[src/design/ppa_pkg.sv]
// Shared types, widths and codes for the physical page allocator.
// Used by ppa_clip and the top level; depends on nothing.
`timescale 1ns / 1ps
package ppa_pkg;

	localparam int PAGE_BYTES   = 4096;
	localparam int STACK_DEPTH  = 1024;
	localparam int REGION_DEPTH = 1024;

	localparam int PAGE_SHIFT = $clog2(PAGE_BYTES);
	localparam int ADDR_W     = 48;
	localparam int LEN_W      = 49;
	localparam int CNT_W      = 49;
	localparam int SUM_W      = LEN_W + 1;
	localparam int PN_W       = LEN_W - PAGE_SHIFT;
	localparam int SPN_W      = ADDR_W - PAGE_SHIFT;
	localparam int STACK_AW   = $clog2(STACK_DEPTH);
	localparam int STACK_CW   = STACK_AW + 1;
	localparam int RGN_AW     = $clog2(REGION_DEPTH);
	localparam int RGN_CW     = RGN_AW + 1;

	typedef logic [PN_W-1:0] pn_t;

	typedef struct packed {
		pn_t next_pn;
		pn_t limit_pn;
	} region_t;

	typedef struct packed {
		logic             empty;
		pn_t              start_pn;
		pn_t              stop_pn;
		logic [LEN_W-1:0] bytes;
	} clip_t;

	typedef enum logic [1:0] {
		FUNC_ADD   = 2'd0,
		FUNC_ALLOC = 2'd1,
		FUNC_FREE  = 2'd2
	} func_t;

	typedef enum logic [2:0] {
		ST_OK         = 3'd0,
		ST_OOM        = 3'd1,
		ST_STACK_FULL = 3'd2,
		ST_EMPTY      = 3'd3,
		ST_TABLE_FULL = 3'd4
	} status_t;

	typedef enum logic [1:0] {
		CFG_LOW_FLOOR      = 2'd0,
		CFG_RESERVED_START = 2'd1,
		CFG_RESERVED_END   = 2'd2,
		CFG_ADDRESS_LIMIT  = 2'd3
	} cfg_index_t;

	typedef enum logic [3:0] {
		S_IDLE,
		S_ADD1,
		S_ADD2,
		S_ADD3,
		S_ADD4,
		S_ALLOC,
		S_POP_WB,
		S_RGN_WB,
		S_FREE,
		S_NOP
	} state_t;

endpackage

[src/design/ppa_clip.sv]
// Region clipping pipeline: aligns an added region to pages and clips it against
// the address limit, the low floor and the reserved window. Uses ppa_pkg.
`timescale 1ns / 1ps
module ppa_clip
	import ppa_pkg::*;
(
	input  logic              clk,
	input  logic [ADDR_W-1:0] low_floor,
	input  logic [ADDR_W-1:0] reserved_start,
	input  logic [ADDR_W-1:0] reserved_end,
	input  logic [LEN_W-1:0]  address_limit,
	input  logic [ADDR_W-1:0] region_base,
	input  logic [LEN_W-1:0]  region_length,
	output clip_t             clip
);

	localparam logic [LEN_W-1:0] PAGE_MASK = LEN_W'(PAGE_BYTES - 1);

	pn_t floor_pn_q, rs_pn_q, re_pn_q, lim_pn_q;
	pn_t start_s1, stop_s1, start_s2, stop_s2;
	pn_t start0, stop1, start1, start2, stop2;
	logic [SUM_W-1:0] sum;
	logic [SUM_W-PAGE_SHIFT-1:0] stop0;
	clip_t clip_s3;

	always_ff @(posedge clk) begin
		floor_pn_q <= PN_W'(({1'b0, low_floor} + PAGE_MASK) >> PAGE_SHIFT);
		rs_pn_q    <= PN_W'(reserved_start >> PAGE_SHIFT);
		re_pn_q    <= PN_W'(({1'b0, reserved_end} + PAGE_MASK) >> PAGE_SHIFT);
		lim_pn_q   <= address_limit[ADDR_W] ? (PN_W'(1) << SPN_W)
		                                    : PN_W'(address_limit >> PAGE_SHIFT);
	end

	always_comb begin
		start0 = PN_W'(({1'b0, region_base} + PAGE_MASK) >> PAGE_SHIFT);
		sum    = {2'b00, region_base} + {1'b0, region_length};
		stop0  = sum[SUM_W-1:PAGE_SHIFT];
		stop1  = (stop0 > {1'b0, lim_pn_q}) ? lim_pn_q : stop0[PN_W-1:0];
		start1 = (start0 < floor_pn_q) ? floor_pn_q : start0;
	end

	always_comb begin
		start2 = (start_s1 >= rs_pn_q && start_s1 < re_pn_q) ? re_pn_q : start_s1;
		stop2  = (stop_s1 >= rs_pn_q && stop_s1 < re_pn_q) ? rs_pn_q : stop_s1;
	end

	always_ff @(posedge clk) begin
		start_s1 <= start1;
		stop_s1  <= stop1;
		start_s2 <= start2;
		stop_s2  <= stop2;
		clip_s3.empty    <= start_s2 >= stop_s2;
		clip_s3.start_pn <= start_s2;
		clip_s3.stop_pn  <= stop_s2;
		clip_s3.bytes    <= {stop_s2 - start_s2, {PAGE_SHIFT{1'b0}}};
	end

	assign clip = clip_s3;

endmodule

[config.mk]
export PLATFORM = sky130hd
export DESIGN_NAME = ppa_clip
export DESIGN_NICKNAME = d
export VERILOG_FILES = /design/src/design/ppa_pkg.sv /design/src/design/ppa_clip.sv
export SDC_FILE = /design/constraint.sdc
export NUM_CORES = 1
export LEC_CHECK = 0
export ABC_CLOCK_PERIOD_IN_PS = 13500
export BUFFER_PORTS_ARGS = -buffer_cell sky130_fd_sc_hd__clkbuf_2
export CAP_MARGIN = 40
export CELL_PAD_IN_SITES_DETAIL_PLACEMENT = 1
export CELL_PAD_IN_SITES_GLOBAL_PLACEMENT = 2
export CORE_MARGIN = 1.5
export CORE_UTILIZATION = 37
export CTS_BUF_LIST = sky130_fd_sc_hd__clkbuf_16
export DETAILED_ROUTE_END_ITERATION = 8
export PLACE_DENSITY_LB_ADDON = 0.25
export SYNTH_ARGS = -nofsm -noshare
export SYNTH_HDL_FRONTEND = slang
export SYNTH_SLANG_ARGS = --single-unit
export TNS_END_PERCENT = 20
[constraint.sdc]
create_clock -name clk -period 13.5 [get_ports clk]
set_input_delay 2.7 -clock clk [delete_from_list [all_inputs] [get_ports clk]]
set_output_delay 2.7 -clock clk [all_outputs]
set_load 0.02 [all_outputs]
==> impl_results.md, run 1 <==
* Mux share of post-synthesis cell area at 6.61%
* Largest family of logic cells by synthesized area: adder cells
* Worst hold path class: flip-flop to flip-flop
* Overflow after GRT at 0
* Status: complete, no violations
* DR top layer: met5
* Share of cells above drive strength 1 at 21.9%
* Fin nets at 3262
* Vias in the first global route at 18763
* Worst setup SP type: primary input
* VDD IR max at 126 uV
* Hpwl dp at 58.1 mm
* Die H at 245 um
* Worst R2R Setup Slack at 9.97 ns
* Starting density of the core at 37.6%
* Compound-cell area share of the yosys netlist at 13.2%
* Period utilization at 61.2%
* Worst Tran Pin Value at 0.899 ns
* MaxCap Viol Count at 0
* FFs w/ async S/R, synth at 0%
* CTS sink count at 407
* Detail Route met2 WL at 31.6 mm
* Worst Path Max Fanout at 55
* Peak Freq at 0.121 GHz
* Commonest cells post-synth: 407 x dfxtp_1, 301 x ha_1, 221 x inv_1
* CTS buffer count at 46
* IO buf count at 378
* Post-Syn Area at 21800 um^2
* Fin Setup TNS at 0 ns
* Yosys top cell area share at 37.5%
* Drt via density at 5.05
* Syn Area/Cell at 9.59 um^2
* Arrival @ worst endpoint at 8.72 ns
* Die width at 245 um
* Slew headroom at 39.5%
* Cell accounting for the most synthesized area: dfxtp_1
* Vias at 17518
* Cells after Synth at 2269
* Final WL at 68.4 mm
* Most common cell in the netlist: dfxtp_1
* Synth-to-layout area growth at 18.8%
* RSZ-0062 raised after global routing: false
* Hold-fix buffers, CTS at 0
* Max clock buf depth at 3
* Required @ worst endpoint at 13.95 ns
* Number of max-slew violations in the final report at 0
* Ys flop type: dfxtp_1
* Seq/Total Area, Yosys at 37.5%
* CTS root buffer: clkbuf_16
* Final min period at 8.27 ns
* DRC at 0
* Leakage at 12.4 nW
* CP Class: primary input to flip-flop
* Clk_skew at 0.0277 ns
* Core area at 57900 um^2
* Post-synth EDFFs at 0
* Synth top area cells: dfxtp_1 37%, ha_1 17%, mux2_2 5.9%, xnor2_1 4.6%, inv_1 3.8%
* Count of different cell masters after synthesis at 81
* WHS at 0.353 ns
* Postcts setup bufs at 0
* Post-synthesis adder-cell area fraction at 17.4%
* Simple-gate share of the synthesized area at 13.2%
* ANT nets after route at 0
* Initial antenna violation count at 8
* Resize count post-CTS at 0
* Largest net degree at the start of global routing at 56
* Rows at 88
* CTS tree: done
* Final Wtd Congestion at 0.901
* CP endpoint kind: flip-flop
* Synth warn at 0
* Clock transition at path regs at 0.06 ns
* Detail Route met3 WL at 2.72 mm
* DR iter-0 viols at 671
* Final count of negative-setup-slack endpoints at 0
* Drt first pass iters at 4
* Clock Latency Late Sink at 0.59 ns
* H-tree lvl count at 2
* Final hold vios at 0
* Cell Pwr Density at 180 nW/um^2
* Fillers at 6823
* First-pass GRT wire length at 105 mm
* M1 wire length at 32.5 mm
* Drt wl/cell at 19.7 um
* XOR/XNOR share of the synthesized area at 7.04%
* #FFs+latches synth at 407
* Die area at 60300 um^2
* Gr usage total at 22.5%
* I/O pin count at 415
final timing paths:
check,endpoint,cells past startpoint,start
max,stop_s1[5],20,region_base[28]
min,clip[94],0,start_s2[8]
max reg2reg,stop_s1[5],10,lim_pn_q[31]
min reg2reg,clip[94],0,start_s2[8]
routing by layer:
layer	global-route usage (%)	up-vias
met3	3.36	82
li1	-	8795
met4	6.10	6
met1	30.0	8294
met2	37.8	341
met5	0	-
per-stage QoR:
step                      instance area [um^2]  total power (W)  cells  utilization, %  setup slack (ns)
after floorplan                          21800          0.00286   2280               -              6.54
after global placement                   24400          0.00342   3386            42.1              4.83
after detailed placement                 24400          0.00347   3386            42.1              4.67
after CTS                                25800          0.00469   3467            44.6              5.27
after global routing                     25800          0.00495   3468            44.6              4.88
final                                    25900          0.00464   3470            44.6              5.23
power breakdown:
part	total, W	switching (W)	internal (W)
Clock	0.00120	0.000517	0.000682
Combinational	0.00174	0.00101	0.000725
Sequential	0.00171	0.000201	0.00151
critical path, cell delays in order:
cell and delay (ns):
clkbuf_2 0.15, ha_1 0.44, nand4_1 0.14, or3_1 0.40
nor3_1 0.49, nor3b_1 0.11, a22o_1 0.21, a311oi_1 0.39
a2111oi_0 0.20, nor3_1 0.44, nor2_1 0.11, ha_1 0.31
nand2_1 0.07, nor4_1 0.57, nand2_1 0.15, o32ai_1 0.43
o211ai_1 0.22, a41oi_4 0.20, buf_4 0.51, mux2_2 0.42
registers in the layout, indices dropped and copies added, names as in the netlist:
register    cells
start_s2       37
rs_pn_q        36
start_s1       37
stop_s1        37
lim_pn_q       37
stop_s2        37
re_pn_q        37
clip          112
floor_pn_q     37
layout make-up:
cell class	instances	area, um^2	area share (%)
clock inverter	35	288	1.11
clock buffer	46	1150	4.45
sequential	407	8150	31.5
inverter	222	833	3.22
timing repair buffer	382	1920	7.43
antenna	3	7.51	0.0290
multi-input combinational	1610	12500	48.5
tap	765	957	3.70
cell families after synthesis:
| family | count (synthesis) |
|---|---|
| buf+inv | 263 |
| flops | 407 |
| other cells | 1 |
| mux | 128 |
| compound gates | 446 |
| simple gates | 548 |
| xor+xnor | 174 |
| fa+ha+maj | 302 |
layout by cell type, fill, tap and decap left out, types with 60 or more instances in the layout:
cell / Yosys / layout
mux2_2: 114 / 114
nand2_1: 154 / 154
nor2_1: 77 / 77
a21oi_1: 136 / 136
o21ai_0: 93 / 93
nand4_1: 71 / 71
a21o_1: 70 / 70
clkbuf_2: 0 / 378
nand3_1: 60 / 60
inv_1: 221 / 224
xnor2_1: 115 / 115
dfxtp_1: 407 / 407
ha_1: 301 / 301
No activity file was read; power rests on OpenSTA's default activity.
==> run 2, diff against run 1 <==
- ABC_AREA: unset -> 1
- ABC_CLOCK_PERIOD_IN_PS: 13500 -> 8300
- CORE_UTILIZATION: 37 -> 32
- clock period: 13.5 -> 8.3 ns (I/O delays scaled with it)
==> impl_results.md, run 2 <==
* Count of different cell masters after synthesis at 61 (-25%)
* Post-Syn Area at 24300 um^2 (+12%)
* Most frequent cells in the layout: 740 x nand2_1, 489 x inv_1, 407 x dfxtp_1, 378 x clkbuf_2, 309 x nor2_1
* Core area at 74800 um^2 (+29%)
* Worst R2R Setup Slack at 5.22 ns (-4.75 ns)
* Pre-CTS setup slack at 1.96 ns (-2.71 ns)
* CP endpoint kind: flip-flop
* Vias at 22694 (+30%)
* H-tree lvl count at 2 (unchanged)
* Final WL at 93.9 mm (+37%)
* Hold-fix buffers, CTS at 0 (unchanged)
* Cells after Synth at 3309 (+46%)
* Clock transition at path regs at 0.06 ns (about the same)
* DR iter-0 viols at 805 (+20%)
* Vias in the first global route at 24095 (+28%)
* Largest net degree at the start of global routing at 47 (-16%)
* Drt via density at 4.82 (-4.5%)
* FFs w/ async S/R, synth at 0% (unchanged)
* MaxCap Viol Count at 0 (unchanged)
* Pwr Total at 0.00838 W (+81%)
* Worst Tran Pin Value at 0.700 ns (-0.199 ns)
* CTS sink count at 407 (unchanged)
* Worst hold path depth at 0 (unchanged)
* IO buf count at 378 (unchanged)
* Drt first pass iters at 5 (+1)
* R2R Path End: stop_s2[34]
* Final Util at 38.7% (-6.0 points)
* CTS root buffer: clkbuf_16
* Overflow after GRT at 0 (unchanged)
* Ys flop type: dfxtp_1
* Required @ worst endpoint at 8.82 ns (-5.13 ns)
* Max FFs per register at 112 (unchanged)
* Hold Path Origin: start_s2[36]
* CTS tree: done
* Arrival @ worst endpoint at 6.19 ns (-2.53 ns)
* Worst hold path class: flip-flop to flip-flop
* Starting density of the core at 32.5% (-5.0 points)
* RSZ-0062 raised after global routing: false
* Synth top area cells: dfxtp_1 33%, ha_1 15%, nand2_1 11%, inv_1 7.5%, nor2_1 4.8%
* Final hold vios at 0 (unchanged)
* Cell accounting for the most synthesized area: dfxtp_1
* Status: complete, no violations
* Final min period at 5.67 ns
* Postcts setup bufs at 0 (unchanged)
* Commonest cells post-synth: 742 x nand2_1, 483 x inv_1, 407 x dfxtp_1
* Share of cells above drive strength 1 at 14.3% (-7.7 points)
* WHS Endpoint: clip[122]
* Design Area, Final at 28900 um^2 (+12%)
* Synth warn at 0 (unchanged)
* Initial antenna violation count at 6 (-2)
* Die area at 77700 um^2 (+29%)
* First-pass GRT wire length at 141 mm (+35%)
* Number of max-slew violations in the final report at 0 (unchanged)
* #FFs+latches synth at 407 (unchanged)
* Period utilization at 68.3%
* CP Class: primary input to flip-flop
* Synth-to-layout area growth at 18.9% (about the same)
* Seq/Total Area, Yosys at 33.5% (-4.0 points)
* Leakage at 14.8 nW (+19%)
* Fin Setup TNS at 0 ns (unchanged)
* Cell Pwr Density at 290 nW/um^2 (+61%)
* Gr usage total at 24.0% (+1.4 points)
* Clk_skew at 0.0307 ns (+0.00297 ns)
* Post-synth EDFFs at 0 (unchanged)
* Final count of negative-setup-slack endpoints at 0 (unchanged)
* Rows at 100 (+14%)
* Yosys top cell area share at 33.5% (-4.0 points)
* Fin nets at 4295 (+32%)
* Worst Path Max Fanout at 37 (-33%)
* Die H at 279 um (+14%)
* Drt wl/cell at 19.9 um (+1.1%)
* I/O pin count at 415 (unchanged)
* Peak Freq at 0.176 GHz
* DRC at 0 (unchanged)
* Commonest non-fill, non-tap cell in the layout: nand2_1
* Slew headroom at 52.1% (+13 points)
* Post-DP Area at 27300 um^2 (+12%)
* Worst setup SP type: primary input
* Clock Latency Late Sink at 0.60 ns (about the same)
* Final worst slack at 2.63 ns (-2.60 ns)
* Max clock buf depth at 3 (unchanged)
* Final Wtd Congestion at 0.922 (+2.3%)
* Resize count post-CTS at 0 (unchanged)
* Die width at 279 um (+14%)
* CTS buffer count at 47 (+2.2%)
* VDD IR max at 137 uV (+8.5%)
* Syn Area/Cell at 7.35 um^2 (-23%)
* Most common cell in the netlist: nand2_1
* Hpwl dp at 82.1 mm (+41%)
* ANT nets after route at 0 (unchanged)
* Crit Reg-Reg Startpoint: stop_s1[0]
* Reg2Reg Depth at 11 (+1)
==> run 2: cell types whose count changed after synthesis, moves of 33 or more <==
cell / delta
a21o_1: -54
a21oi_1: +80
inv_1: +262
mux2_2: -114
nand2_1: +588
nand3_1: +126
nor2_1: +234
nor2b_1: -56
nor3_1: +33
xnor2_1: -80
xor2_1: +49
==> run 2: final cells by class <==
type | count | area (um^2)
clock buffer | 49 | 1230
clock inverter | 37 | 443
timing repair buffer | 389 | 2000
multi-input combinational | 2371 | 14100
tap | 969 | 1210
inverter | 486 | 1820
sequential | 407 | 8150
antenna | 1 | 2.50
fill | 9460 | 45900
==> run 2: logic make-up after synthesis <==
| logic type | share of synthesized area, % |
|---|---|
| other | 0.0154 |
| flip-flops | 33.5 |
| buffers and inverters | 8.84 |
| adder cells (fa/ha/maj) | 15.6 |
| AND/OR/NAND/NOR | 26.2 |
| AO/OA/AOI/OAI | 10.6 |
| XOR/XNOR | 5.31 |
==> run 2: worst max-delay path by stage <==
| stage | from | endpoint | slack, ns | cells past startpoint |
|---|---|---|---|---|
| 3_5_place_dp | region_base[19] | stop_s1[22] | 1.96 | 26 |
| 2_1_floorplan | region_base[12] | stop_s1[10] | 3.66 | 25 |
| 4_1_cts | region_base[21] | stop_s1[7] | 2.57 | 26 |
| 6_report | region_base[21] | stop_s1[7] | 2.63 | 26 |
| 5_1_grt | region_base[19] | stop_s1[35] | 2.32 | 26 |
| 3_3_place_gp | region_base[21] | stop_s1[7] | 2.01 | 26 |
==> run 2: report_power, final <==
part	leakage (nW)	internal (W)	total, W	switching [W]
registers	3.42	0.00246	0.00281	0.000352
logic	10.5	0.00112	0.00333	0.00221
clock network	0.815	0.00136	0.00224	0.000883
total	14.8	0.00493	0.00838	0.00345
==> run 2: stage by stage <==
stage	instances	hold WS, ns
after floorplan	3320	0.331
after CTS	4708	0.357
after detailed placement	4622	0.345
after global routing	4708	0.359
final	4709	0.355
after global placement	4619	0.340
==> run 2: metal layers <==
layer	global-route usage, %	part of all wire (%)	up-vias
met2	44.5	50	360
met5	0	0.045	-
li1	-	-	11554
met1	29.0	44	10650
met3	2.69	2.8	124
met4	6.40	2.7	6
==> run 2: worst max-delay path, stage by stage <==
cell      delay [ns]
clkbuf_2        0.12
ha_1            0.36
a21oi_1         0.25
inv_1           0.07
nor2_1          0.34
a21boi_0        0.35
nand2_1         0.12
a21oi_1         0.44
xnor2_1         0.24
ha_1            0.29
nand2_1         0.06
nor2_1          0.05
nand2_1         0.25
nor2_1          0.07
nand2_1         0.07
nand2_1         0.06
o21bai_1        0.27
nand2_1         0.10
nand2_1         0.07
nand2_1         0.04
nand2_1         0.07
nand2_1         0.06
nand2_2         0.08
buf_4           0.41
nand3_1         0.14
nand2_1         0.12
